`config.mk`:
```
export PLATFORM = sky130hd
export DESIGN_NAME = nau_ln_cell
export DESIGN_NICKNAME = d
export VERILOG_FILES = /design/src/sv/nau_pkg.sv /design/src/sv/nau_ln_cell.sv
export SDC_FILE = /design/constraint.sdc
export NUM_CORES = 2
export LEC_CHECK = 0
export BUFFER_PORTS_ARGS = -buffer_cell sky130_fd_sc_hd__buf_4
export CORE_MARGIN = 3
export CORE_UTILIZATION = 62
export CTS_CLUSTER_SIZE = 20
export DETAILED_ROUTE_END_ITERATION = 10
export HOLD_SLACK_MARGIN = 0.1
export PLACE_DENSITY_LB_ADDON = 0.25
export SYNTH_ARGS = -nofsm -noshare
export SYNTH_HDL_FRONTEND = slang
export SYNTH_SLANG_ARGS = --single-unit
```
`constraint.sdc`:
```
create_clock -name clk -period 1.6 [get_ports clk]
set_clock_uncertainty 0.1 [all_clocks]
set_input_delay 0.32 -clock clk [delete_from_list [all_inputs] [get_ports clk]]
set_output_delay 0.32 -clock clk [all_outputs]
set_load 0.005 [all_outputs]
```
`src/sv/nau_pkg.sv`:
```
// Package for the neural activation unit: widths, function codes, item types, helpers.
package nau_pkg;

	// Word format of arguments and results
	localparam int DATA_W = 16;
	localparam int FRAC_W = 12;
	localparam int KIND_W = 4;

	// Exponential argument in Q.31 and its integer part
	localparam int A_W = DATA_W + 33;
	localparam int N_W = A_W - 31;

	// Cell counts of the chains
	localparam int EXP_N = 14;
	localparam int LOG_N = 12;
	localparam int ZQ_N  = 30;
	localparam int RQ_N  = FRAC_W + 2;
	localparam int POW_N = (DATA_W - FRAC_W >= 5) ? 32 : (2 ** (DATA_W - FRAC_W));

	// Wide signed width of results before clamping; also the side-band width
	localparam int YW    = 2 * DATA_W + 4;
	localparam int AUX_W = YW;

	localparam logic [31:0] ONE_Q31 = 32'h8000_0000;
	localparam logic signed [YW-1:0] ONE_FX = YW'(64'd1 << FRAC_W);
	localparam logic signed [YW-1:0] Y_HI = YW'((64'd1 << (DATA_W - 1)) - 64'd1);
	localparam logic signed [YW-1:0] Y_LO = -Y_HI - YW'(1);

	typedef enum logic [KIND_W-1:0] {
		K_TANH     = 4'd0,
		K_SIGMOID  = 4'd1,
		K_IDENTITY = 4'd2,
		K_SSIGMOID = 4'd3,
		K_SOFTSIGN = 4'd4,
		K_RAMP     = 4'd5,
		K_SOFTPLUS = 4'd6,
		K_INC      = 4'd7,
		K_QUAD     = 4'd8
	} kind_t;

	// Item context that travels along every stage
	typedef struct packed {
		logic              vld;
		logic [KIND_W-1:0] kind;
		logic [DATA_W-1:0] x;
		logic [DATA_W-1:0] mag;
	} item_t;

	// Finished result
	typedef struct packed {
		logic              vld;
		logic [DATA_W-1:0] y;
		logic              sat;
		logic              bad;
	} res_t;

	// Exponent argument |x| in Q.31, doubled for tanh
	function automatic logic [A_W-1:0] arg_q31(item_t it);
		logic [A_W-1:0] a;
		a = A_W'(it.mag) << (31 - FRAC_W);
		if (it.kind == K_TANH) begin
			a = a << 1;
		end
		return a;
	endfunction

	function automatic logic [31:0] frac_q31(item_t it);
		logic [A_W-1:0] a;
		a = arg_q31(it);
		return {1'b0, a[30:0]};
	endfunction

	function automatic logic [N_W-1:0] int_part(item_t it);
		logic [A_W-1:0] a;
		a = arg_q31(it);
		return a[A_W-1:31];
	endfunction

	// Horner divisor k split as 2^t * m, m odd
	function automatic logic [1:0] div_pow2(logic [3:0] k);
		case (k)
			4'd2, 4'd6, 4'd10, 4'd14: return 2'd1;
			4'd4, 4'd12:              return 2'd2;
			4'd8:                     return 2'd3;
			default:                  return 2'd0;
		endcase
	endfunction

	function automatic logic [3:0] div_odd(logic [3:0] k);
		case (k)
			4'd3, 4'd6, 4'd12: return 4'd3;
			4'd5, 4'd10:       return 4'd5;
			4'd7, 4'd14:       return 4'd7;
			4'd9:              return 4'd9;
			4'd11:             return 4'd11;
			4'd13:             return 4'd13;
			default:           return 4'd1;
		endcase
	endfunction

	// floor(2^33 / m) for the odd divisors
	function automatic logic [31:0] recip(logic [3:0] m);
		case (m)
			4'd3:    return 32'd2863311530;
			4'd5:    return 32'd1717986918;
			4'd7:    return 32'd1227133513;
			4'd9:    return 32'd954437176;
			4'd11:   return 32'd780903144;
			4'd13:   return 32'd660764199;
			default: return 32'd0;
		endcase
	endfunction

	function automatic logic signed [YW-1:0] sext(logic [DATA_W-1:0] v);
		return {{(YW - DATA_W){v[DATA_W-1]}}, v};
	endfunction

endpackage

```
`src/sv/nau_ln_cell.sv`:
```
// One Horner step of the atanh series in z^2: acc = coef + z2*acc.
module nau_ln_cell (
	input  logic                    clk,
	input  logic                    arst_n,
	input  logic                    en,
	input  logic [31:0]             coef,
	input  nau_pkg::item_t          item_i,
	input  logic [31:0]             z_i,
	input  logic [31:0]             z2_i,
	input  logic [nau_pkg::AUX_W-1:0] aux_i,
	input  logic [31:0]             acc_i,
	output nau_pkg::item_t          item_o,
	output logic [31:0]             z_o,
	output logic [31:0]             z2_o,
	output logic [nau_pkg::AUX_W-1:0] aux_o,
	output logic [31:0]             acc_o
);
	import nau_pkg::*;

	logic [63:0] prod;
	item_t       item_s1;
	logic [31:0] z_s1, z2_s1, acc_s1;
	logic [AUX_W-1:0] aux_s1;

	assign prod = z2_i * acc_i;

	always_ff @(posedge clk or negedge arst_n) begin
		if (!arst_n) begin
			item_s1 <= '0;
		end else if (en) begin
			item_s1 <= item_i;
		end
	end

	always_ff @(posedge clk) begin
		if (en) begin
			z_s1   <= z_i;
			z2_s1  <= z2_i;
			aux_s1 <= aux_i;
			acc_s1 <= coef + 32'(prod >> 31);
		end
	end

	assign item_o = item_s1;
	assign z_o    = z_s1;
	assign z2_o   = z2_s1;
	assign aux_o  = aux_s1;
	assign acc_o  = acc_s1;
endmodule

```
==> results.sh <==
export IMPL_numPlacedInstances=5493
export IMPL_crit_top_cell="fa_1"
export IMPL_async_reset_ff_share_pct=21.9
export IMPL_fin_cells=5715
export IMPL_antenna_found_initial=5
export IMPL_synth_area_leaders="fa_1 45%, edfxtp_1 10%, ha_1 9.2%"
export IMPL_vias_per_cell=5.73
export IMPL_setup_worst_path_start_class="primary input"
export IMPL_status="complete, but fails checks"
export IMPL_required_ps=1740
export IMPL_gp_congestion=0.945
export IMPL_critical_path_max_fanout=6
export IMPL_grt_pass1_wl_um=194000
export IMPL_synth_area_leader_cell="fa_1"
export IMPL_tightest_slew_ps=518
export IMPL_drv_cap=0
export IMPL_drive_above_1_share_pct=25.1
export IMPL_yosys_warnings=0
export IMPL_hp_start="coef[0]"
export IMPL_grtUsageTotal_pct=38.1
export IMPL_die_w_um=258
export IMPL_rr_startpoint="item_o[2]"
export IMPL_syn_area_per_cell_um2=9.87
export IMPL_port_buffers=372
export IMPL_core_um2=62300
export IMPL_violations="negative setup slack"
export IMPL_dr_total_vias=32735
export IMPL_dr_pass1_iters=7
export IMPL_ys_seq_elements=169
export IMPL_r2r_cells=1
export IMPL_start_util_pct=63.3
export IMPL_criticalPathCategory="primary input to flip-flop"
export IMPL_setup_violations_final=35
export IMPL_fin_hold_ws_ps=170
export IMPL_ys_seq_area_share_pct=12.4
export IMPL_cts_sinks=169
export IMPL_fin_crit_sh_pct=560
export IMPL_grt_max_degree=38
export IMPL_root_buffer="clkbuf_16"
export IMPL_die_h_um=258
export IMPL_cp_arrival_ps=9100
export IMPL_fill_cells=3508
export IMPL_drc=0
export IMPL_area_growth_pct=27.8
export IMPL_cts_tree="done"
export IMPL_holdPathStages=2
export IMPL_cts_htree_levels=4
export IMPL_hold_viol=0
export IMPL_synth_distinct_cells=70
export IMPL_std_cell_rows=91
export IMPL_synth_edff_count=132
export IMPL_synth_nets=5386
export IMPL_cts_buffers=17
export IMPL_crit_path_top_delay_cell="fa_2"
export IMPL_max_freq_mhz=112
export IMPL_wl_um=126000
export IMPL_antenna_left=0
export IMPL_rsz0062_at_grt="true"
export IMPL_grt_pass1_vias=36463
export IMPL_syn_area_um2=39400
export IMPL_wl_per_cell_um=22.0
export IMPL_r2r_slack_ps=620
export IMPL_grt_ovfl_total=0
export IMPL_end_kind="flip-flop"
export IMPL_io_pins=373
export IMPL_r2r_end="item_o[2]"
export IMPL_fin_nets=6249
export IMPL_synth_commonest_cells="895 x fa_1, 856 x inv_1, 555 x and2_1, 525 x nand2_1, 290 x ha_1"
export IMPL_die_area_um2=66700
export IMPL_drt_iter0_markers=2491
export IMPL_dp_hpwl_um=94500
export IMPL_hold_class="primary input to flip-flop"
export IMPL_post_synth_top_count_cell="fa_1"
export IMPL_slowest_delay_ps=600
export IMPL_hold_end="acc_o[0]"
export IMPL_synth_flop_cell="edfxtp_1"
export IMPL_fin_ws_ps=-7360
export IMPL_insertion_delay_ps=510
export IMPL_min_period_ps=8960
export IMPL_path_clk_slew_ps=80
export IMPL_clockBufferDepth=2
export IMPL_max_slew_margin_rel_pct=65.5
export IMPL_synth_top_area_share_pct=45.4
export IMPL_slew_violations=0
export IMPL_synthCells=3997
## registers in the layout, summed over array words and instances (netlist names)
register	count
item_o	37
acc_o	32
z_o	32
aux_o	36
z2_o	32
## critical path, delay by kind of cell
family | cells | cell delay (ps)
adder cells (fa/ha/maj) | 10 | 4710
AO/OA/AOI/OAI | 7 | 1130
multiplexers | 1 | 220
AND/OR/NAND/NOR | 8 | 1330
buffers and inverters | 10 | 1200
XOR/XNOR | 1 | 160
## metal layers
layer	track usage (%)	vias up	routed length, um
li1	-	13634	-
met1	44.1	16569	41500
met2	66.6	1854	64400
met3	6.32	678	10200
met4	23.1	0	9790
met5	0	-	0
## layout by cell type (no fill, tap or decap), drive strengths merged, types with 6 or more instances in the layout
cell,count
o211ai,17
a21oi,79
buf,927
dlygate4sd3,122
a211oi,12
a31oi,9
nand2,525
nor2b,8
fa,895
a21boi,7
clkbuf,21
o21a,11
mux2,38
dfrtp,37
and3,10
a21o,48
edfxtp,132
inv,864
nor2,46
o21ai,36
nand4,19
nand3,13
nand2b,7
xor2,21
nor3,17
ha,290
o21bai,6
and2,556
xnor2,42
## layout make-up
type                       count  area [um2]  area share (%)
antenna                        5        12.5          0.0248
clock buffer                  20         468           0.929
clock inverter                12         103           0.204
inverter                     856        3210            6.38
multi-input combinational   2765       31700            62.9
sequential                   169        4890            9.70
tap                          837        1050            2.08
timing repair buffer        1051        8960            17.8
## how the worst max path moves through the flow
stage,depth (start not counted),slack (ps),startpoint,endpoint
after global routing,38,-7570,acc_i[6],acc_o[31]
after CTS,34,-7070,z2_i[17],acc_o[31]
after global placement,32,-7730,acc_i[2],acc_o[31]
after floorplan,35,-7180,acc_i[5],acc_o[31]
final,37,-7360,acc_i[6],acc_o[24]
after detailed placement,32,-7790,z2_i[16],acc_o[31]
## logic make-up (layout without fill, tap and decap cells)
kind of cell,Yosys count,after routing,synth area share (%)
xor+xnor,63,63,1.40
fa+ha+maj,1185,1185,54.6
flops,169,169,12.4
other cells,0,5,0
compound gates,257,257,4.56
mux,43,43,1.21
buf+inv,1063,1939,10.1
simple gates,1217,1217,15.7
## stage by stage
step | cell area [um2] | setup WS, ps | TNS (ps) | util (%)
final | 50400 | -7360 | -218480 | 80.9
after CTS | 49700 | -7070 | -206450 | 79.8
after global routing | 50400 | -7570 | -223420 | 80.9
after detailed placement | 46600 | -7790 | -228430 | 74.8
after global placement | 46600 | -7730 | -226120 | 74.8
after floorplan | 39700 | -7180 | -202780 | -
## timing repair
item,4_1_cts,5_1_grt
gates cloned,5,1
setup endpoints to repair,34,35
pin swaps,151,100
hold endpoints to repair,162,0
setup buffers,39,30
hold buffers,122,0
resized for setup,213,93
Power is left out: the tool's default activity adds up to more than one toggle a clock period on the data nets, which glitch-free logic cannot reach.
