### src/sv/nau_pkg.sv
// Package for the neural activation unit: widths, function codes, item types, helpers.
package nau_pkg;

	// Word format of arguments and results
	localparam int DATA_W = 16;
	localparam int FRAC_W = 12;
	localparam int KIND_W = 4;

	// Exponential argument in Q.31 and its integer part
	localparam int A_W = DATA_W + 33;
	localparam int N_W = A_W - 31;

	// Cell counts of the chains
	localparam int EXP_N = 14;
	localparam int LOG_N = 12;
	localparam int ZQ_N  = 30;
	localparam int RQ_N  = FRAC_W + 2;
	localparam int POW_N = (DATA_W - FRAC_W >= 5) ? 32 : (2 ** (DATA_W - FRAC_W));

	// Wide signed width of results before clamping; also the side-band width
	localparam int YW    = 2 * DATA_W + 4;
	localparam int AUX_W = YW;

	localparam logic [31:0] ONE_Q31 = 32'h8000_0000;
	localparam logic signed [YW-1:0] ONE_FX = YW'(64'd1 << FRAC_W);
	localparam logic signed [YW-1:0] Y_HI = YW'((64'd1 << (DATA_W - 1)) - 64'd1);
	localparam logic signed [YW-1:0] Y_LO = -Y_HI - YW'(1);

	typedef enum logic [KIND_W-1:0] {
		K_TANH     = 4'd0,
		K_SIGMOID  = 4'd1,
		K_IDENTITY = 4'd2,
		K_SSIGMOID = 4'd3,
		K_SOFTSIGN = 4'd4,
		K_RAMP     = 4'd5,
		K_SOFTPLUS = 4'd6,
		K_INC      = 4'd7,
		K_QUAD     = 4'd8
	} kind_t;

	// Item context that travels along every stage
	typedef struct packed {
		logic              vld;
		logic [KIND_W-1:0] kind;
		logic [DATA_W-1:0] x;
		logic [DATA_W-1:0] mag;
	} item_t;

	// Finished result
	typedef struct packed {
		logic              vld;
		logic [DATA_W-1:0] y;
		logic              sat;
		logic              bad;
	} res_t;

	// Exponent argument |x| in Q.31, doubled for tanh
	function automatic logic [A_W-1:0] arg_q31(item_t it);
		logic [A_W-1:0] a;
		a = A_W'(it.mag) << (31 - FRAC_W);
		if (it.kind == K_TANH) begin
			a = a << 1;
		end
		return a;
	endfunction

	function automatic logic [31:0] frac_q31(item_t it);
		logic [A_W-1:0] a;
		a = arg_q31(it);
		return {1'b0, a[30:0]};
	endfunction

	function automatic logic [N_W-1:0] int_part(item_t it);
		logic [A_W-1:0] a;
		a = arg_q31(it);
		return a[A_W-1:31];
	endfunction

	// Horner divisor k split as 2^t * m, m odd
	function automatic logic [1:0] div_pow2(logic [3:0] k);
		case (k)
			4'd2, 4'd6, 4'd10, 4'd14: return 2'd1;
			4'd4, 4'd12:              return 2'd2;
			4'd8:                     return 2'd3;
			default:                  return 2'd0;
		endcase
	endfunction

	function automatic logic [3:0] div_odd(logic [3:0] k);
		case (k)
			4'd3, 4'd6, 4'd12: return 4'd3;
			4'd5, 4'd10:       return 4'd5;
			4'd7, 4'd14:       return 4'd7;
			4'd9:              return 4'd9;
			4'd11:             return 4'd11;
			4'd13:             return 4'd13;
			default:           return 4'd1;
		endcase
	endfunction

	// floor(2^33 / m) for the odd divisors
	function automatic logic [31:0] recip(logic [3:0] m);
		case (m)
			4'd3:    return 32'd2863311530;
			4'd5:    return 32'd1717986918;
			4'd7:    return 32'd1227133513;
			4'd9:    return 32'd954437176;
			4'd11:   return 32'd780903144;
			4'd13:   return 32'd660764199;
			default: return 32'd0;
		endcase
	endfunction

	function automatic logic signed [YW-1:0] sext(logic [DATA_W-1:0] v);
		return {{(YW - DATA_W){v[DATA_W-1]}}, v};
	endfunction

endpackage

### src/sv/nau_pow_cell.sv
// One step of (e^-1)^n: multiplies the running power by e^-1 while the step index is below n.
module nau_pow_cell (
	input  logic           clk,
	input  logic           arst_n,
	input  logic           en,
	input  logic [4:0]     idx,
	input  nau_pkg::item_t item_i,
	input  logic [31:0]    ef_i,
	input  logic [31:0]    e1_i,
	input  logic [31:0]    p_i,
	output nau_pkg::item_t item_o,
	output logic [31:0]    ef_o,
	output logic [31:0]    e1_o,
	output logic [31:0]    p_o
);
	import nau_pkg::*;

	logic [63:0] prod;
	logic [31:0] p_nx;
	item_t       item_s1;
	logic [31:0] ef_s1, e1_s1, p_s1;

	assign prod = p_i * e1_i;
	assign p_nx = (N_W'(idx) < int_part(item_i)) ? 32'(prod >> 31) : p_i;

	always_ff @(posedge clk or negedge arst_n) begin
		if (!arst_n) begin
			item_s1 <= '0;
		end else if (en) begin
			item_s1 <= item_i;
		end
	end

	always_ff @(posedge clk) begin
		if (en) begin
			ef_s1 <= ef_i;
			e1_s1 <= e1_i;
			p_s1  <= p_nx;
		end
	end

	assign item_o = item_s1;
	assign ef_o   = ef_s1;
	assign e1_o   = e1_s1;
	assign p_o    = p_s1;
endmodule

### config.mk
export PLATFORM = sky130hd
export DESIGN_NAME = nau_pow_cell
export DESIGN_NICKNAME = d
export VERILOG_FILES = /design/src/sv/nau_pkg.sv /design/src/sv/nau_pow_cell.sv
export SDC_FILE = /design/constraint.sdc
export NUM_CORES = 2
export LEC_CHECK = 0
export ABC_AREA = 1
export BUFFER_PORTS_ARGS = -buffer_cell sky130_fd_sc_hd__buf_2
export CAP_MARGIN = 20
export CORE_ASPECT_RATIO = 0.7
export CORE_MARGIN = 5
export CORE_UTILIZATION = 30
export DETAILED_ROUTE_END_ITERATION = 8
export GPL_ROUTABILITY_DRIVEN = 0
export MAX_ROUTING_LAYER = met4
export PLACE_DENSITY_LB_ADDON = 0.12
export SKIP_LAST_GASP = 1
export SYNTH_ARGS = -nofsm -noshare
export SYNTH_HDL_FRONTEND = slang
export SYNTH_SLANG_ARGS = --single-unit
### constraint.sdc
create_clock -name clk -period 1 [get_ports clk]
set_input_delay 0.3 -clock clk [delete_from_list [all_inputs] [get_ports clk]]
set_output_delay 0.3 -clock clk [all_outputs]
set_load 0.1 [all_outputs]
==> flow_metrics.py <==
metrics = {
    "status": {
        "status": "complete, but fails checks",
        "violations": "setup timing",
    },
    "setup_path": {
        "worstSetupEndpointType": "flop",
        "timing.rr.end": "item_o[27]",
        "cp.arrival_ns": 6.72,
        "path_class": "in -> reg",
        "crit_end": "p_o[23]",
        "crit_path_frequent_cell": "nand2_1",
        "startpoint": "p_i[16]",
        "crit_slowest_cell": "fa_2",
        "rr_worst_depth": 1,
        "reg2reg_slack_ns": 0.12,
        "slowest_delay_ns": 0.66,
        "cp.required_ns": 1.30,
        "worstSetupStartpointType": "input port",
        "reg2reg_from": "item_o[27]",
        "cp_top_family": "adder cells",
        "crit_fanout": 8,
        "cp.buffers_inverters": 8,
        "cp.depth": 28,
    },
    "floorplanning": {
        "fp.coreArea_mm2": 0.1311,
        "chipWidth_um": 444.4,
        "die_h_um": 314.1,
        "io_pins": 274,
        "rows": 111,
        "die_area_mm2": 0.1396,
        "start_util_pct": 30.22,
    },
    "sta": {
        "max_freq_mhz": 155.9,
        "finalSetupViolCount": 165,
        "post-route-period-util_pct": 641.3,
        "rsz0062_at_grt": "yes",
        "worst_clock_skew_ns": 0,
        "drv_slew": 0,
        "slew_headroom_pct": 71.19,
        "period_needed_ns": 6.413,
        "hold_viol_final": 0,
        "finalWorstSetupSlack_ns": -5.413,
        "worst_slew_pin_slew_ns": 0.4313,
    },
    "detailed_routing": {
        "viasPerCell": 4.409,
        "drt-total-wl_um": 149100,
        "drc": 0,
        "vias": 32838,
        "drt_iter0_drc": 2253,
        "ant_nets": 0,
        "first_pass_iters": 5,
        "post_drt_wl_per_cell_um": 20.02,
    },
    "clock_tree": {
        "cts_sinks": 133,
        "clk_latency_ns": 0.53,
        "path_clk_slew_ns": 0.09,
        "clockRootBuffer": "clkbuf_16",
        "cts_tree": "done",
        "htreeDepth": 4,
        "cts_buffers": 17,
        "clockBufferDepth": 2,
    },
    "logic_synthesis": {
        "synthTopCellsByArea": "fa_1 (45%), inv_1 (15%), nand2_1 (13%)",
        "yosysTopAreaCell": "fa_1",
        "synthCells": 4990,
        "syn-num-nets": 6283,
        "yosysWarnings": 0,
        "yosys.cell_types.count": 33,
        "synth_edf_count": 96,
        "ys_ff_latch": 133,
        "synth_commonest_cells": "inv_1 (1604), nand2_1 (1405), fa_1 (894)",
        "synth_most_common_cell": "inv_1",
        "ys_seq_area_share_pct": 9.612,
        "netlist.area_leader.share_pct": 45.17,
        "synth_top_flop_cell": "edfxtp_1",
        "synth.avg_cell_area_um2": 7.940,
        "synth_area_mm2": 0.03962,
        "ys_async_sr_fraction_pct": 27.82,
    },
    "final_layout": {
        "final.fill_count": 13369,
        "fin_nets": 6973,
        "drive_gt1_share_pct": 25.28,
        "fin_util_pct": 40.99,
        "area_growth_pct": 35.63,
    },
    "global_routing": {
        "grt_overflow": 0,
        "grt_max_degree": 38,
        "grt_pass1_vias": 34874,
        "grt_antenna_before_repair": 10,
        "grt_usage_pct": 22.43,
        "grt_pass1_wl_um": 225700,
    },
    "placement": {
        "dp_hpwl_um": 128300,
        "port_buffers": 273,
    },
    "job": {
        "drv_cap": 0,
    },
    "min_path": {
        "hold_depth": 1,
        "holdCritPathClass": "in -> reg",
    },
}
## sequential cells by signal, summed over array words and instances, names as in the netlist
register / count
item_o: 37
e1_o: 32
ef_o: 32
p_o: 32
## layout make-up
cell class,instances,area [um2],area share (%)
flip-flops and latches,133,3943,7.336
repair buffers,903,9859,18.35
multi-input cells,3020,31110,57.89
clock inverters,15,153.9,0.2864
well taps,1751,2191,4.077
inverters,1605,6050,11.26
clock buffers,17,425.4,0.7916
diodes,4,10.01,0.01863
## how the worst min path moves through the flow
stage | start | end | slack, ns
3_3_place_gp | arst_n | item_o[25] | 0.29
6_report | en | e1_o[30] | 0.05
3_5_place_dp | arst_n | item_o[0] | 0.29
4_1_cts | en | e1_o[31] | 0.004
2_1_floorplan | arst_n | item_o[12] | 0.004
5_1_grt | en | e1_o[30] | 0.02
## through the flow
| step | hold slack [ns] | setup WS (ns) | area (um2) | TNS [ns] | cells |
|---|---|---|---|---|---|
| floorplan | 0.004409 | -5.250 | 41040 | -184.57 | 4990 |
| global placement | 0.2927 | -6.377 | 49400 | -218.34 | 7287 |
| detailed placement | 0.2888 | -6.358 | 49400 | -218.28 | 7287 |
| CTS | 0.003775 | -5.331 | 52550 | -239.66 | 7424 |
| global route | 0.02429 | -5.556 | 53730 | -245.32 | 7446 |
| finish | 0.04941 | -5.413 | 53740 | -233.50 | 7448 |
## placed cells by master, fill, tap and decap left out, types with 36 or more instances in the layout
| cell | count |
|---|---|
| ha_1 | 229 |
| buf_4 | 430 |
| fa_2 | 78 |
| inv_2 | 78 |
| buf_6 | 80 |
| nand3_1 | 55 |
| a21oi_2 | 36 |
| fa_1 | 816 |
| inv_1 | 1518 |
| dlygate4sd3_1 | 65 |
| nand2_2 | 73 |
| nor2_4 | 42 |
| a21oi_1 | 43 |
| buf_12 | 206 |
| nor2_1 | 61 |
| buf_2 | 98 |
| edfxtp_1 | 96 |
| nand2_1 | 1293 |
## timing repair
item,in CTS,in global routing
cloned,5,1
pin swaps,136,159
setup endpoints to repair,165,165
gates resized for setup,432,285
hold buffers,65,0
endpoints found under the hold margin,101,0
setup buffers,37,24
## layer usage
metal	up-vias	part of all wire (%)	GRT usage (%)
li1	15290	-	-
met1	16543	50	33.82
met2	894	41	30.72
met3	111	8.0	5.154
met4	0	1.8	4.048
met5	-	0	-
## cell families (layout without fill, tap and decap cells)
| group | Yosys count | after routing | synth area share [%] |
|---|---|---|---|
| other | 0 | 4 | 0 |
| xor gates and xnor gates | 7 | 7 | 0.1547 |
| muxes | 35 | 35 | 0.9947 |
| DFF | 133 | 133 | 9.612 |
| buffers and inverters | 1837 | 2540 | 17.42 |
| and+or+nand+nor | 1654 | 1654 | 16.19 |
| adders and majority gates | 1152 | 1152 | 53.32 |
| AOI/OAI and AO/OA | 172 | 172 | 2.311 |
Power is not shown: default switching activity piles up to over one toggle a cycle in this logic, so the estimate is an artifact.
