--- src/sv/nau_pkg.sv ---
// Package for the neural activation unit: widths, function codes, item types, helpers.
package nau_pkg;

	// Word format of arguments and results
	localparam int DATA_W = 16;
	localparam int FRAC_W = 12;
	localparam int KIND_W = 4;

	// Exponential argument in Q.31 and its integer part
	localparam int A_W = DATA_W + 33;
	localparam int N_W = A_W - 31;

	// Cell counts of the chains
	localparam int EXP_N = 14;
	localparam int LOG_N = 12;
	localparam int ZQ_N  = 30;
	localparam int RQ_N  = FRAC_W + 2;
	localparam int POW_N = (DATA_W - FRAC_W >= 5) ? 32 : (2 ** (DATA_W - FRAC_W));

	// Wide signed width of results before clamping; also the side-band width
	localparam int YW    = 2 * DATA_W + 4;
	localparam int AUX_W = YW;

	localparam logic [31:0] ONE_Q31 = 32'h8000_0000;
	localparam logic signed [YW-1:0] ONE_FX = YW'(64'd1 << FRAC_W);
	localparam logic signed [YW-1:0] Y_HI = YW'((64'd1 << (DATA_W - 1)) - 64'd1);
	localparam logic signed [YW-1:0] Y_LO = -Y_HI - YW'(1);

	typedef enum logic [KIND_W-1:0] {
		K_TANH     = 4'd0,
		K_SIGMOID  = 4'd1,
		K_IDENTITY = 4'd2,
		K_SSIGMOID = 4'd3,
		K_SOFTSIGN = 4'd4,
		K_RAMP     = 4'd5,
		K_SOFTPLUS = 4'd6,
		K_INC      = 4'd7,
		K_QUAD     = 4'd8
	} kind_t;

	// Item context that travels along every stage
	typedef struct packed {
		logic              vld;
		logic [KIND_W-1:0] kind;
		logic [DATA_W-1:0] x;
		logic [DATA_W-1:0] mag;
	} item_t;

	// Finished result
	typedef struct packed {
		logic              vld;
		logic [DATA_W-1:0] y;
		logic              sat;
		logic              bad;
	} res_t;

	// Exponent argument |x| in Q.31, doubled for tanh
	function automatic logic [A_W-1:0] arg_q31(item_t it);
		logic [A_W-1:0] a;
		a = A_W'(it.mag) << (31 - FRAC_W);
		if (it.kind == K_TANH) begin
			a = a << 1;
		end
		return a;
	endfunction

	function automatic logic [31:0] frac_q31(item_t it);
		logic [A_W-1:0] a;
		a = arg_q31(it);
		return {1'b0, a[30:0]};
	endfunction

	function automatic logic [N_W-1:0] int_part(item_t it);
		logic [A_W-1:0] a;
		a = arg_q31(it);
		return a[A_W-1:31];
	endfunction

	// Horner divisor k split as 2^t * m, m odd
	function automatic logic [1:0] div_pow2(logic [3:0] k);
		case (k)
			4'd2, 4'd6, 4'd10, 4'd14: return 2'd1;
			4'd4, 4'd12:              return 2'd2;
			4'd8:                     return 2'd3;
			default:                  return 2'd0;
		endcase
	endfunction

	function automatic logic [3:0] div_odd(logic [3:0] k);
		case (k)
			4'd3, 4'd6, 4'd12: return 4'd3;
			4'd5, 4'd10:       return 4'd5;
			4'd7, 4'd14:       return 4'd7;
			4'd9:              return 4'd9;
			4'd11:             return 4'd11;
			4'd13:             return 4'd13;
			default:           return 4'd1;
		endcase
	endfunction

	// floor(2^33 / m) for the odd divisors
	function automatic logic [31:0] recip(logic [3:0] m);
		case (m)
			4'd3:    return 32'd2863311530;
			4'd5:    return 32'd1717986918;
			4'd7:    return 32'd1227133513;
			4'd9:    return 32'd954437176;
			4'd11:   return 32'd780903144;
			4'd13:   return 32'd660764199;
			default: return 32'd0;
		endcase
	endfunction

	function automatic logic signed [YW-1:0] sext(logic [DATA_W-1:0] v);
		return {{(YW - DATA_W){v[DATA_W-1]}}, v};
	endfunction

endpackage

--- src/sv/nau_div_cell.sv ---
// One restoring division step: settles one quotient bit of rem / den.
module nau_div_cell (
	input  logic                    clk,
	input  logic                    arst_n,
	input  logic                    en,
	input  logic [4:0]              b,
	input  nau_pkg::item_t          item_i,
	input  logic [63:0]             rem_i,
	input  logic [33:0]             den_i,
	input  logic [31:0]             quo_i,
	input  logic [nau_pkg::AUX_W-1:0] aux_i,
	output nau_pkg::item_t          item_o,
	output logic [63:0]             rem_o,
	output logic [33:0]             den_o,
	output logic [31:0]             quo_o,
	output logic [nau_pkg::AUX_W-1:0] aux_o
);
	import nau_pkg::*;

	logic [63:0] dsh;
	logic        take;
	item_t       item_s1;
	logic [63:0] rem_s1;
	logic [33:0] den_s1;
	logic [31:0] quo_s1;
	logic [AUX_W-1:0] aux_s1;

	assign dsh  = 64'(den_i) << b;
	assign take = (rem_i >= dsh);

	always_ff @(posedge clk or negedge arst_n) begin
		if (!arst_n) begin
			item_s1 <= '0;
		end else if (en) begin
			item_s1 <= item_i;
		end
	end

	always_ff @(posedge clk) begin
		if (en) begin
			rem_s1 <= take ? (rem_i - dsh) : rem_i;
			quo_s1 <= take ? (quo_i | (32'd1 << b)) : quo_i;
			den_s1 <= den_i;
			aux_s1 <= aux_i;
		end
	end

	assign item_o = item_s1;
	assign rem_o  = rem_s1;
	assign den_o  = den_s1;
	assign quo_o  = quo_s1;
	assign aux_o  = aux_s1;
endmodule

--- config.mk ---
export PLATFORM = sky130hd
export DESIGN_NAME = nau_div_cell
export DESIGN_NICKNAME = d
export VERILOG_FILES = /design/src/sv/nau_pkg.sv /design/src/sv/nau_div_cell.sv
export SDC_FILE = /design/constraint.sdc
export NUM_CORES = 1
export LEC_CHECK = 0
export ABC_CLOCK_PERIOD_IN_PS = 1000
export BUFFER_PORTS_ARGS = -buffer_cell sky130_fd_sc_hd__buf_2
export CORE_MARGIN = 3
export CORE_UTILIZATION = 40
export CTS_BUF_LIST = sky130_fd_sc_hd__clkbuf_4 sky130_fd_sc_hd__clkbuf_8 sky130_fd_sc_hd__clkbuf_16
export DETAILED_ROUTE_END_ITERATION = 8
export GPL_TIMING_DRIVEN = 0
export PLACE_DENSITY = 0.67
export SYNTH_ARGS = -nofsm -noshare
export SYNTH_HDL_FRONTEND = slang
export SYNTH_SLANG_ARGS = --single-unit
--- constraint.sdc ---
create_clock -name clk -period 1 [get_ports clk]
set_clock_uncertainty 0.2 [all_clocks]
set_input_delay 0.15 -clock clk [delete_from_list [all_inputs] [get_ports clk]]
set_output_delay 0.15 -clock clk [all_outputs]
set_load 0.02 [all_outputs]
==> metrics.md, run 1 <==
| Metric | Value |
|---|---|
| Sequential area share after synthesis | 0.444 |
| Global-route wire length before repair | 82.1 mm |
| Yosys warnings | 0 |
| Family with the most delay on the worst path | compound AO/OA/AOI/OAI gates |
| CP cell instances | clkbuf_16, buf_12, mux4_2, mux2i_4, mux2_4, nand2_2, o21ai_2, ha_1, buf_8, a21o_1, a21oi_2, o21ai_1, nand2b_1, nand3b_1, a2111o_1, or2_1, buf_6, and3_4, a2111o_1 |
| Design area | approximately 0.023 mm^2 |
| Maximum root-to-sink buffer count | 3 |
| Area delta synth->final | 76.0% |
| WP data arrival | 4.06 ns |
| Detailed-route via count | 14400 |
| Hold WS | -0.485 ns |
| Largest family of logic cells by synthesized area | compound AO/OA/AOI/OAI gates |
| Hold Violations, Final | 131 |
| Post-synthesis register bit count | around 200 |
| Synth Instances | 1335 |
| Max Slew Vio Count | 0 |
| Final wirelength | 59.4 mm |
| Die height | roughly 190 um |
| Max Clock Freq | roughly 250 MHz |
| Most frequent CP cell | a2111o_1 |
| DP Worst Slack | -4.56 ns |
| Post-synthesis mux area share | 0.106 |
| Worst Setup Start Kind | input port |
| Synth top area share | 0.375 |
| Vias in the first global route | 14000 |
| Setup crit end kind | flop |
| Final setup violating endpoints | 327 |
| Final design utilization | 0.716 |
| Fillers | between 2000 and 2500 |
| GRT Residual Overflow | 0 |
| DPL Wire Length | between 30 and 40 mm |
| All-layer global routing usage | 0.293 |
| Layout cell share with drive strength beyond 1 | 0.495 |
| Core ar. | about 0.033 mm^2 |
| R2R Path Start | item_o[27] |
| Failing checks | negative hold slack, negative setup slack |
| Worst-skew pair later-pin latency | approximately 0.52 ns |
| Slowest CP cell | mux4_2 |
| Initial core utilization | 0.407 |
| Non-filler cells in the finished layout | 2533 |
| Final worst path period need | between 3 and 4 ns |
| MaxCap Viol Count | 0 |
| Cells after DPL | between 2000 and 2500 |
| Max H-tree Level | 1 |
| IO Count | 414 |
| RSZ-0062 raised after global routing | yes |
| Root Buffer | clkbuf_16 |
| Worst-path maximum fanout | 8 |
| DR pass1 iterations | 6 |
| Outcome | finished with violations |
| Worst slew pin tran | approximately 0.84 ns |
| Synth Area in Adders | 0.0617 |
| Pin count of the biggest net entering global routing | 44 |
| CP Data Required Time | roughly 1.1 ns |
| CTS sink cnt | 203 |
| Avg WL per Cell | 23.5 um |
| Top post-synthesis cells by area | edfxtp_1 (37%), dfrtp_1 (7.0%), ha_1 (6.0%) |
| Xor and xnor area share after synthesis | 0.0368 |
| Final nets | between 2000 and 2500 |
| Worst Setup SP | b[0] |
| CTS tree | yes |
| Initial antenna violation count | 6 |
| DR DRC count | 0 |
| Yosys top cell by area | edfxtp_1 |
| GP Congestion | ~1 |
| FFs w/ async S/R, synth | 0.182 |
| Syn avg cell area | 9.97 um^2 |
| EDFF count, synth | roughly 170 |
| Primary FF master, synth | edfxtp_1 |
| HP Class | input port to async pin |
| Synth Net Count | around 1600 |
| Port buffer count | 410 |
| # hold bufs at CTS | 198 |
| Crit Path Category | input port to flop |
| Reg clk slew, reported paths | around 0.060 ns |
| CTS Buf Count | 23 |
| Netlist Area Pre-Place | roughly 0.013 mm^2 |
| Final Cycle Share | 3.99 |
| Placed Area | approximately 0.016 mm^2 |
| Final setup margin | -2.99 ns |
| Buf/Inv on CP | 4 |
| Vias per std cell | around 5.7 |
| CP peak stage delay | 0.58 ns |
| Worst vdd ir | between 0.0015 and 0.002 V |
| Die Wd | 188 um |
| Die area | 0.0355 mm^2 |
| Simple-Gate Fraction of Synth Area | 0.137 |
| Row cnt | 66 |
| Distinct cells, synth | 67 |
| Compound-Gate Fraction of Synth Area | 0.181 |
| Headroom to the max-slew limit | 0.440 |
| Power Density | 1490 mW/mm^2 |
| Antenna Nets Post-Route | 0 |
| Initial DRC count | roughly 1100 |
| Leakage | between 9 and 10 nW |
cell type report:
type / instances / area (um^2) / share of cell area
repair buffers: 736 / 6160 / 0.263
well taps: 442 / 553 / 0.0236
plain buffers: 60 / 747 / 0.0319
diodes: 4 / 10.0 / 0.000427
flip-flops and latches: 203 / 5920 / 0.253
inverters: 26 / 98.8 / 0.00422
multi-input cells: 1020 / 9140 / 0.390
clock buffers: 27 / 606 / 0.0258
clock inverters: 15 / 194 / 0.00828
registers in the layout, summed over array words and instances (netlist names):
register and count:
rem_o 64, item_o 37, aux_o 36, den_o 34, quo_o 32
cells in the mapped netlist (25+ instances only):
cell type and n:
edfxtp_1 166, a21oi_1 151, nand2_1 141, nor2_1 125, o21ai_0 70, clkbuf_1 67, ha_1 64, mux2_2 56
a21o_1 49, dfrtp_1 37, nand4_1 31, xnor2_1 31, mux2i_1 29, o21bai_1 28, inv_1 25, nor3_1 25
xor2_1 25
power by group:
| group | total, mW | leakage (nW) | internal (mW) | switching (mW) |
|---|---|---|---|---|
| Clock | 8.96 | 0.391 | 5.40 | 3.56 |
| Combinational | 15.0 | 7.30 | 6.94 | 8.07 |
| Sequential | 10.9 | 2.05 | 10.4 | 0.472 |
cells in the final DEF, fill, tap and decap left out, types with 15 or more instances in the layout:
cell,synthesis,routed
mux2_2,56,17
nor3_1,25,16
mux2_4,0,39
mux4_2,22,22
buf_4,0,96
o21ai_0,70,32
nor2_4,0,51
nand4_1,31,31
nor2_1,125,66
a21oi_2,1,81
a21oi_1,151,66
buf_6,1,140
o21bai_1,28,28
a21o_1,49,49
nand2_1,141,128
ha_4,0,29
dfrtp_1,37,30
buf_2,7,296
edfxtp_1,166,166
dlygate4sd3_1,0,198
clkbuf_16,0,39
inv_1,25,24
nand2b_1,15,15
o21ai_2,0,23
xnor2_1,31,31
ha_1,64,25
xor2_1,25,25
path summary, 6_finish.rpt:
check / cells past startpoint / slack [ns] / end
max in group asynchronous: 1 / 0.49 / item_o[18]
worst max register to register: 3 / -0.22 / item_o[27]
worst min register to register: 1 / 0.31 / item_o[30]
worst min-delay path: 1 / -0.49 / item_o[0]
worst max-delay path: 19 / -2.99 / rem_o[61]
min in group clk: 1 / -0.34 / den_o[4]
cell families (layout without fill, tap and decap cells):
kind of cell | count (synthesis) | after routing
compound gates | 387 | 387
xor+xnor | 56 | 56
fa+ha+maj | 65 | 65
buf+inv | 112 | 864
flops | 203 | 203
mux | 107 | 107
other cells | 0 | 4
simple gates | 405 | 405
layer usage:
layer | global-route usage | part of all wire | up-vias
met4 | 0.0945 | 0.053 | 6
li1 | - | - | 6461
met2 | 0.528 | 0.50 | 751
met5 | 0 | 0.00077 | -
met1 | 0.359 | 0.36 | 7020
met3 | 0.0463 | 0.079 | 191
stage by stage:
stage / total power, mW / setup TNS [ns]
after global routing: 36.2 / -381.35
final: 34.9 / -366.58
after floorplan: 17.5 / -292.49
after CTS: 32.4 / -361.56
after global placement: 20.8 / -937.61
after detailed placement: 20.8 / -518.29
repair_timing:
action                                  CTS  global route
pin swaps                                32            41
buffers inserted                         61            49
endpoints found under the setup margin  421           321
resized for setup                       361           447
cloned                                    8             9
hold endpoints to repair                330           131
Power figures use the tool's default switching activity.
==> inputs of run 2 (changes only) <==
--- a/config.mk
+++ b/config.mk
@@ -6,7 +6,7 @@
 export NUM_CORES = 1
 export LEC_CHECK = 0
 export ABC_CLOCK_PERIOD_IN_PS = 1000
-export BUFFER_PORTS_ARGS = -buffer_cell sky130_fd_sc_hd__buf_2
+export BUFFER_PORTS_ARGS = -buffer_cell sky130_fd_sc_hd__clkbuf_2
 export CORE_MARGIN = 3
 export CORE_UTILIZATION = 40
 export CTS_BUF_LIST = sky130_fd_sc_hd__clkbuf_4 sky130_fd_sc_hd__clkbuf_8 sky130_fd_sc_hd__clkbuf_16
==> run 2 against run 1 <==
Critical endpoint unchanged. Sequential share of layout area increased by 0.24 points. Via count increased by 1.5%. Maximum frequency about the same. Critical path type unchanged. The flow still finishes with violations (negative hold slack, negative setup slack). Power decreased by 0.46%.
==> metrics.md, run 2 (synthesized netlist as in run 1, its figures left out) <==
| Metric | Value |
|---|---|
| Crit Path Category | input port to flop |
| Final Cycle Share | 3.99 |
| Global-route wire length before repair | approximately 83 mm |
| Avg WL per Cell | 23.5 um |
| Initial DRC count | approximately 1200 |
| Reg clk slew, reported paths | ~0.06 ns |
| Max H-tree Level | 1 |
| Die Wd | 188 um |
| Root Buffer | clkbuf_16 |
| Antenna Nets Post-Route | 0 |
| CTS Buf Count | 23 |
| Final setup violating endpoints | 320 |
| Worst slew pin tran | about 0.95 ns |
| DPL Wire Length | ~37 mm |
| Commonest non-fill, non-tap cell in the layout | clkbuf_2 |
| Max FFs per register | between 60 and 70 |
| Die height | 188 um |
| Cells after DPL | ~2200 |
| Maximum root-to-sink buffer count | 3 |
| Layout cell share with drive strength beyond 1 | 0.499 |
| Outcome | finished with violations |
| Non-filler cells in the finished layout | approximately 2500 |
| Int Power | 22.4 mW |
| Final wirelength | around 60 mm |
| Worst-path maximum fanout | 8 |
| Failing checks | negative hold slack, negative setup slack |
| Combinational share of power | 0.430 |
| Pin count of the biggest net entering global routing | 43 |
| Vias per std cell | approximately 5.8 |
| Initial antenna violation count | 7 |
| Final nets | approximately 2400 |
| Initial core utilization | 0.407 |
| Port buffer count | 410 |
| Sequential cell area | ~0.006 mm^2 |
| Area of the multi-input gates | ~0.0091 mm^2 |
| Fillers | 2256 |
| Total Neg Setup Slack | -366.30 ns |
| DR DRC count | 0 |
| Worst Setup Start Kind | input port |
| Fraction of power consumed by the clock network | 0.259 |
| WP data arrival | 4.08 ns |
| Worst vdd ir | about 0.0012 V |
| Worst-skew pair later-pin latency | approximately 0.53 ns |
| MaxCap Viol Count | 0 |
| Area delta synth->final | 74.4% |
| Final worst path period need | roughly 4.0 ns |
| Reg power frac | 0.312 |
| Switching power | 12.2 mW |
| Die area | approximately 0.036 mm^2 |
| Commonest cells after routing, fill and taps aside | clkbuf_2 (342), dlygate4sd3_1 (199), edfxtp_1 (166) |
| CP Data Required Time | ~1.1 ns |
| Core ar. | 0.0327 mm^2 |
| CTS sink cnt | just over 200 |
| Row cnt | 66 |
| IO Count | ~410 |
| GRT Residual Overflow | 0 |
| All-layer global routing usage | 0.299 |
| Leakage | ~10 nW |
| Vias in the first global route | around 14000 |
| Hold WS | -0.448 ns |
| Detailed-route via count | approximately 15000 |
| Hold Violations, Final | slightly above 70 |
| Switch share | 0.353 |
| RSZ-0062 raised after global routing | yes |
| CTS tree | yes |
| DR pass1 iterations | 6 |
| GP Congestion | ~0.97 |
| Total Power | about 35 mW |
| Setup crit end kind | flop |
| Max Slew Vio Count | 0 |
| Headroom to the max-slew limit | 0.370 |
| Max Clock Freq | ~250 MHz |
| Final setup margin | -2.99 ns |
| HP Class | input port to async pin |
| Power Density | about 1500 mW/mm^2 |
| Final design utilization | 0.710 |
[run 2: changes by cell type in the layout (fill, tap and decap cells not counted), moves of 4 or more]
cell | previous run | this run
clkbuf_2 | 7 | 342
buf_2 | 296 | 18
buf_6 | 140 | 58
clkbuf_8 | 3 | 26
buf_4 | 96 | 104
clkbuf_4 | 9 | 4
buf_8 | 7 | 11
ha_1 | 25 | 21
ha_2 | 10 | 14
nand2_1 | 128 | 124
[run 2: layout make-up]
| cell class | count | share of cell area |
|---|---|---|
| inverters | 26 | 0.00426 |
| well taps | 442 | 0.0238 |
| repair buffers | 747 | 0.256 |
| flip-flops and latches | 203 | 0.255 |
| plain buffers | 59 | 0.0325 |
| clock inverters | 15 | 0.00863 |
| diodes | 5 | 0.000539 |
| clock buffers | 24 | 0.0251 |
| multi-input cells | 1020 | 0.394 |
[run 2: path summary, 6_finish.rpt]
path,from,to,slack (ns),cells past startpoint
worst min register to register,item_o[32],item_o[32],0.32,1
worst min-delay path,arst_n,item_o[25],-0.45,1
min in group clk,rem_i[61],rem_o[61],-0.27,2
max in group asynchronous,arst_n,item_o[16],0.40,1
worst max register to register,item_o[2],item_o[2],-0.25,3
worst max-delay path,b[0],rem_o[61],-2.99,19
[run 2: metal layers]
layer	part of all wire	vias to the layer above	global-route usage
met4	0.056	4	0.109
met1	0.36	7056	0.356
met3	0.080	215	0.0551
li1	-	6487	-
met2	0.50	884	0.541
met5	0.00052	-	0
[run 2: power groups by stage]
stage	Clock [mW]	Combinational, mW	Sequential, mW
after detailed placement	0	9.95	10.9
after global placement	0	9.91	10.9
after global routing	9.38	15.7	10.9
after floorplan	0	5.33	12.2
final	8.97	14.9	10.8
after CTS	8.98	12.6	10.7
[run 2: metrics by stage]
step	cell area [um^2]	setup WS, ns
2_1_floorplan	13800	-3.20
3_3_place_gp	16400	-4.64
3_5_place_dp	16400	-4.54
4_1_cts	21300	-2.90
5_1_grt	23200	-3.09
6_report	23200	-2.99
[run 2: timing repair]
item                       CTS  global route
setup endpoints to repair  419           502
resized for setup          316           422
setup buffers               73            43
hold buffers               199             1
pin swaps                   55            56
gates cloned                11            12
hold endpoints to repair   331            73
[run 2: worst max-delay path: stages]
cell       delay [ns]
clkbuf_16        0.15
buf_12           0.14
mux4_2           0.59
mux2i_4          0.21
nand2_1          0.11
nand2_2          0.13
o22a_1           0.21
ha_2             0.36
nand2_2          0.13
nor2_1           0.06
nand2_2          0.10
nor2_4           0.06
a2111oi_4        0.39
o21a_2           0.26
a21oi_4          0.09
or2_1            0.22
buf_6            0.16
and3_4           0.17
a2111o_1         0.36
